`src/design/bba_pkg.sv`:
```
`timescale 1ns / 1ps
`default_nettype none
// ----------------------------------------------------------------------------
// bba_pkg: shared types for the buddy block allocator
// Word structs, status codes, controller states and command/status bundles.
// ----------------------------------------------------------------------------
package bba_pkg;

  localparam logic KIND_ALLOC = 1'b0;
  localparam logic KIND_FREE  = 1'b1;

  typedef enum logic [1:0] {
    ST_OK       = 2'd0,
    ST_EMPTY    = 2'd1,
    ST_BADSIZE  = 2'd2,
    ST_OVERFLOW = 2'd3
  } status_t;

  typedef struct packed {
    logic        kind;
    logic [16:0] request_size;
    logic [31:0] free_address;
  } in_word_t;

  typedef struct packed {
    logic [31:0] block_address;
    logic [1:0]  status;
  } out_word_t;

  typedef enum logic [3:0] {
    S_INIT,
    S_IDLE,
    S_LEVEL,
    S_AFIND,
    S_APOP,
    S_ASPLIT,
    S_APUSH,
    S_FSCAN,
    S_FCMP,
    S_FSHIFT_RD,
    S_FSHIFT_WR,
    S_FPUSH,
    S_DONE
  } state_t;

  // controller -> datapath
  typedef struct packed {
    logic init_wr;     // write offset 0 into the top level's first slot
    logic load;        // capture request
    logic set_want;    // wanted level = current level
    logic align;       // align offset down to the current block size
    logic lvl_up;      // level +1
    logic lvl_dn;      // level -1
    logic idx_clr;     // scan index to 0
    logic idx_inc;     // scan index +1
    logic rd_top;      // read newest entry of current level
    logic rd_idx1;     // read entry at index+1 (default read is at index)
    logic pop;         // count -1, capture read data as offset
    logic push_half;   // push offset+size at current level
    logic push_off;    // push offset at current level
    logic wr_idx;      // write read data at index
    logic take_done;   // count -1, merge offset
    logic set_addr;    // result address from offset
    logic [1:0] status;
    logic set_status;
  } cmd_t;

  // datapath -> controller
  typedef struct packed {
    logic bad_size;
    logic is_free;
    logic fits;        // current level holds the request size
    logic at_want;     // level == wanted level
    logic at_top;
    logic cnt_zero;
    logic cnt_full;
    logic idx_end;     // index >= count
    logic idx_last;    // index+1 >= count
    logic match;       // read data equals buddy
  } sts_t;

endpackage
`default_nettype wire

```
`src/design/bba_ctrl.sv`:
```
`timescale 1ns / 1ps
`default_nettype none
// ----------------------------------------------------------------------------
// bba_ctrl: allocator sequencer
// Walks levels, scans lists, steers the datapath one step a cycle; DONE waits.
// ----------------------------------------------------------------------------
module bba_ctrl (
  input  wire            clk,
  input  wire            rst_n,
  input  wire            start,
  input  wire            out_taken,
  input  bba_pkg::sts_t  sts,
  output bba_pkg::cmd_t  cmd,
  output logic           busy,
  output logic           done
);
  import bba_pkg::*;

  state_t state_r, state_nxt;

  always_ff @(posedge clk) begin
    if (!rst_n) state_r <= S_INIT;
    else        state_r <= state_nxt;
  end

  always_comb begin
    cmd       = '0;
    state_nxt = state_r;
    busy      = (state_r != S_IDLE);
    done      = (state_r == S_DONE);
    unique case (state_r)
      S_INIT: begin
        cmd.init_wr = 1'b1;
        state_nxt   = S_IDLE;
      end
      S_IDLE: begin
        if (start) begin
          cmd.load  = 1'b1;
          state_nxt = S_LEVEL;
        end
      end
      S_LEVEL: begin
        // level count-up from minimum to fit request size
        if (sts.bad_size) begin
          cmd.status = ST_BADSIZE; cmd.set_status = 1'b1;
          state_nxt = S_DONE;
        end else if (!sts.fits && !sts.at_top) begin
          cmd.lvl_up = 1'b1;
        end else if (sts.is_free) begin
          cmd.set_want = 1'b1;
          cmd.align    = 1'b1;
          cmd.idx_clr  = 1'b1;
          state_nxt    = S_FSCAN;
        end else begin
          cmd.set_want = 1'b1;
          state_nxt    = S_AFIND;
        end
      end
      S_AFIND: begin
        if (!sts.cnt_zero) begin
          cmd.rd_top = 1'b1;
          state_nxt = S_APOP;
        end else if (sts.at_top) begin
          cmd.status = ST_EMPTY; cmd.set_status = 1'b1;
          state_nxt = S_DONE;
        end else begin
          cmd.lvl_up = 1'b1;
        end
      end
      S_APOP: begin
        cmd.pop = 1'b1;
        state_nxt = S_ASPLIT;
      end
      S_ASPLIT: begin
        if (sts.at_want) begin
          cmd.set_addr = 1'b1;
          cmd.status = ST_OK; cmd.set_status = 1'b1;
          state_nxt = S_DONE;
        end else begin
          cmd.lvl_dn = 1'b1;
          state_nxt = S_APUSH;
        end
      end
      S_APUSH: begin
        // upper half goes on the list one level down
        cmd.push_half = 1'b1;
        state_nxt = S_ASPLIT;
      end
      S_FSCAN: begin
        if (sts.at_top || sts.idx_end) begin
          state_nxt = S_FPUSH;
        end else begin
          state_nxt = S_FCMP;
        end
      end
      S_FCMP: begin
        if (sts.match) begin
          state_nxt = S_FSHIFT_RD;
        end else begin
          cmd.idx_inc = 1'b1;
          state_nxt = S_FSCAN;
        end
      end
      S_FSHIFT_RD: begin
        if (sts.idx_last) begin
          cmd.take_done = 1'b1;
          cmd.lvl_up = 1'b1;
          cmd.idx_clr = 1'b1;
          state_nxt = S_FSCAN;
        end else begin
          cmd.rd_idx1 = 1'b1;
          state_nxt = S_FSHIFT_WR;
        end
      end
      S_FSHIFT_WR: begin
        cmd.wr_idx = 1'b1;
        cmd.idx_inc = 1'b1;
        state_nxt = S_FSHIFT_RD;
      end
      S_FPUSH: begin
        cmd.set_status = 1'b1;
        if (sts.cnt_full) begin
          cmd.status = ST_OVERFLOW;
        end else begin
          cmd.status = ST_OK;
          cmd.push_off = 1'b1;
        end
        state_nxt = S_DONE;
      end
      S_DONE: begin
        if (out_taken) state_nxt = S_IDLE;
      end
      default: state_nxt = S_IDLE;
    endcase
  end

endmodule
`default_nettype wire

```
`config.mk`:
```
export PLATFORM = sky130hd
export DESIGN_NAME = bba_ctrl
export DESIGN_NICKNAME = d
export VERILOG_FILES = /design/src/design/bba_pkg.sv /design/src/design/bba_ctrl.sv
export SDC_FILE = /design/constraint.sdc
export NUM_CORES = 1
export LEC_CHECK = 0
export BUFFER_PORTS_ARGS = -buffer_cell sky130_fd_sc_hd__buf_2
export CAP_MARGIN = 30
export CORE_MARGIN = 4
export CORE_UTILIZATION = 47
export DETAILED_ROUTE_END_ITERATION = 12
export PLACE_DENSITY = 0.86
export SLEW_MARGIN = 20
export SYNTH_ARGS = -nofsm -noshare
export SYNTH_HDL_FRONTEND = slang
export SYNTH_SLANG_ARGS = --single-unit
```
`constraint.sdc`:
```
create_clock -name clk -period 4.9 [get_ports clk]
set_clock_uncertainty 0.2 [all_clocks]
set_input_delay 0.49 -clock clk [delete_from_list [all_inputs] [get_ports clk]]
set_output_delay 0.49 -clock clk [all_outputs]
set_load 0.01 [all_outputs]
```
=== After elaboration in Yosys (flattened, before gate mapping) ===
Index checks and enable logic that the tools add are counted.
Widths: inputs -> output; s select.

* Bits in registers: 4
* Input port bits: 14
* Output and inout bits: 21
* Word-level logic and storage cells: 73

* Muxes and demuxes: 48
* Equal/unequal tests: 17
* Reduce and logical (&&, ||, !) cells: 7

{| class="wikitable"
|+ Operators with widths
! kind !! number
|-
| $pmux 4 s11 || 1
|-
| $mux 4 || 10
|-
| $mux 1 || 24
|-
| $eq 4x4->1 const B || 5
|-
| $eq 4x3->1 const B || 4
|-
| $mux 2 || 6
|-
| $pmux 3 s4 || 1
|-
| $mux 3 || 3
|-
| $eq 4x2->1 const B || 2
|-
| $ne 3x3->1 const B || 2
|-
| $eq 4x1->1 const B || 1
|-
| $logic_not 4->1 || 1
|-
| $ne 2x2->1 const B || 2
|-
| $ne 4x1->1 const B || 1
|-
| $pmux 1 s2 || 2
|-
| $reduce_and 4->1 || 1
|-
| $pmux 1 s3 || 1
|-
| $logic_not 1->1 || 2
|-
| $reduce_or 2->1 || 1
|-
| $logic_and 1x1->1 || 1
|-
| $logic_or 1x1->1 || 1
|}

=== Longest topological paths before layout ===
* Depth in word-level cells: 5
* Mapped depth: 6
* Depth with buffers taken out: 4

=== Worst setup path before layout ===
Ideal clock, no wire load.

* Path kind: flip-flop to output port
* Start point: register state_r[2]
* End point: output port cmd[12] (netlist bit)
* Path buffers: 1
* Path slack: 2.709 ns
* Required time: 4.210 ns
* Data arrival time: 1.501 ns
* Cell stages (with the launch flop): 6
* Path through: dfxtp_1 > clkbuf_2 > nor2_1 > nor4b_1 > and2_1 > or2_2

{| class="wikitable"
|+ RTL lines
! item !! RTL line !! RTL
|-
| start: declaration || bba_ctrl.sv:19 || <nowiki>state_t state_r, state_nxt;</nowiki>
|-
| start signal: assignment || bba_ctrl.sv:23 || <nowiki>else state_r <= state_nxt;</nowiki>
|-
| end: declaration || bba_ctrl.sv:13 || <nowiki>output bba_pkg::cmd_t cmd,</nowiki>
|}

==> results.json <==
{
  "status": "finished, final reports clean",
  "dieArea_mm2": 0.00202,
  "drc": 0,
  "post_synth_fa_ha_maj_area_fraction": 0,
  "cts_tree": "done",
  "cts_setup_buffers": 0,
  "ios": 35,
  "clockRootBuffer": "clkbuf_4",
  "initial_core_util": 0.493,
  "fin_nets": 145,
  "hold_viol": 0,
  "drv_slew": 0,
  "power.density_mw_per_mm2": 350,
  "yosys.area_share.simple": 0.480,
  "largest_reg_flops": 4,
  "grt_start_max_net_pins": 26,
  "top_register": "state_r",
  "globalRouteOverflowTotal": 0,
  "synth_fp_nets": 113,
  "setup_viol": 0,
  "worstSetupEndpointType": "output port",
  "largestRegisters": "state_r x4",
  "area_growth_pct": 27.5,
  "syn_inst": 99,
  "ctsHoldBuffers": 0,
  "grt_pass1_vias": 843,
  "numCtsBuffers": 3,
  "synth_edf_count": 0,
  "die_w_um": 45.0,
  "vdd_ir_drop_max_v": 0.000192,
  "crit_required_ns": 4.21,
  "yosysWarnings": 0,
  "final_common_cell": "buf_2",
  "diodes": 0,
  "synth_xor_area_frac": 0,
  "p_leak_uw": 0.000375,
  "insertion_delay_ns": 0.24,
  "ant_nets": 0,
  "clockBufferDepth": 2,
  "cts.htree.levels": 1,
  "routed_wl_mm": 2.08,
  "ys_seq_area_frac": 0.125,
  "grt_pass1_wl_mm": 3.54,
  "rows": 13,
  "rsz0062_at_grt": "no",
  "fin_ws_ns": 2.13,
  "criticalPathCategory": "flip-flop to output port",
  "antenna_found_initial": 0,
  "min_period_ns": 2.77,
  "drtIter0Drc": 31,
  "avgSynthCellArea_um2": 6.48,
  "num_vias": 911,
  "fp.coreArea_mm2": 0.00130,
  "relSlewSlack": 0.494,
  "track_usage": 0.229,
  "layout-drive-gt1-share": 0.333,
  "worst_slew_pin_slew_ns": 0.759,
  "gp_congestion": 0.892,
  "drtPass1Iterations": 4,
  "synth_top_family_by_area": "simple AND/OR/NAND/NOR gates",
  "nFillCells": 131,
  "drv_cap": 0,
  "fmax_mhz": 361,
  "synth-seq-cells": 4,
  "setup_tns_ns": 0,
  "final_area_um2": 818,
  "synth-compound-area-share": 0.312,
  "synth_top_flop_cell": "dfxtp_1",
  "crit_arrival_ns": 2.08,
  "placed_area_um2": 796,
  "path_max_fanout": 25,
  "vias_per_cell": 6.33,
  "dp_hpwl_mm": 1.55,
  "drt-wirelength-per-cell_um": 14.5,
  "instances_no_fill": 144,
  "cts.reportedPaths.clkPinSlew_ns": 0.04,
  "final_cell_mix": "buf_2 (34), nor2_1 (11), nand2_1 (9), a21oi_1 (9), nor3_1 (8)",
  "cts_repair_resize_count": 0,
  "critPathLaunchType": "flip-flop",
  "die_y_um": 45.0,
  "muxShareOfSynthArea": 0,
  "dp_slack_ns": 2.41,
  "async_reset_ff_frac": 0,
  "portBuffers": 34,
  "placedCellCount": 141,
  "fin_crit_sh": 0.565,
  "holdCritPathClass": "input pin to flip-flop",
  "cts.sinks": 4,
  "syn_area_um2": 642,
  "synth_cell_type_count": 40
}
cells in the mapped netlist, types with 2 or more instances:
library cell	count	area share
nor3b_1	2	0.023
or2_2	2	0.019
a21oi_1	9	0.070
nor4_1	2	0.019
nor4b_1	3	0.041
nand2b_1	5	0.049
o21ai_0	4	0.031
inv_1	5	0.029
nor2_1	11	0.064
clkbuf_1	2	0.012
buf_2	3	0.023
nand2_1	9	0.053
a31oi_1	3	0.029
nor3_1	8	0.062
dfxtp_1	4	0.12
nor2b_1	3	0.029
worst max-delay path, stage by stage (launching register included):
cell and delay, ns:
dfxtp_1 0.80, nand2b_1 0.36, nor4b_1 0.11, and2_1 0.17
or2_2 0.26, buf_2 0.14
where the power goes:
| group | internal [uW] | total, uW | switching (uW) |
|---|---|---|---|
| logic | 74.1 | 169 | 94.5 |
| registers | 40.0 | 74.9 | 34.9 |
| clock network | 27.5 | 42.7 | 15.2 |
per-stage QoR:
step,util,total power (uW),hold WS (ns)
after global placement,0.612,237,0.552
after CTS,0.629,284,0.303
after global routing,0.629,313,0.321
after floorplan,-,196,0.421
final,0.629,286,0.304
after detailed placement,0.612,240,0.547
final timing paths:
path                                  from    endpoint  depth (start not counted)  slack (ns)
worst max-delay path            state_r[3]     cmd[12]                          5        2.13
worst min register to register  state_r[3]  state_r[3]                          2        0.67
worst max register to register  state_r[3]  state_r[0]                          4        2.79
worst min-delay path                 rst_n  state_r[0]                          2        0.30
metal layers:
layer  global-route usage  up-vias  wire, um
li1                     -      432         -
met1                0.276      424       794
met2                0.393       51      1090
met3               0.0279        4       175
met4                0.117        0        25
met5                    0        -         0
cell type report:
class | count | area (um^2) | share of cell area
multi-input combinational | 83 | 508 | 0.621
inverter | 5 | 18.8 | 0.0229
tap | 15 | 18.8 | 0.0229
timing repair buffer | 34 | 170 | 0.208
sequential | 4 | 80.1 | 0.0979
clock buffer | 3 | 22.5 | 0.0275
cells by family (layout without fill, tap and decap cells):
kind of cell / count (synthesis) / after routing
AND/OR/NAND/NOR: 54 / 54
AO/OA/AOI/OAI: 29 / 29
buffers and inverters: 12 / 42
flip-flops: 4 / 4
Power figures use the tool's default switching activity.
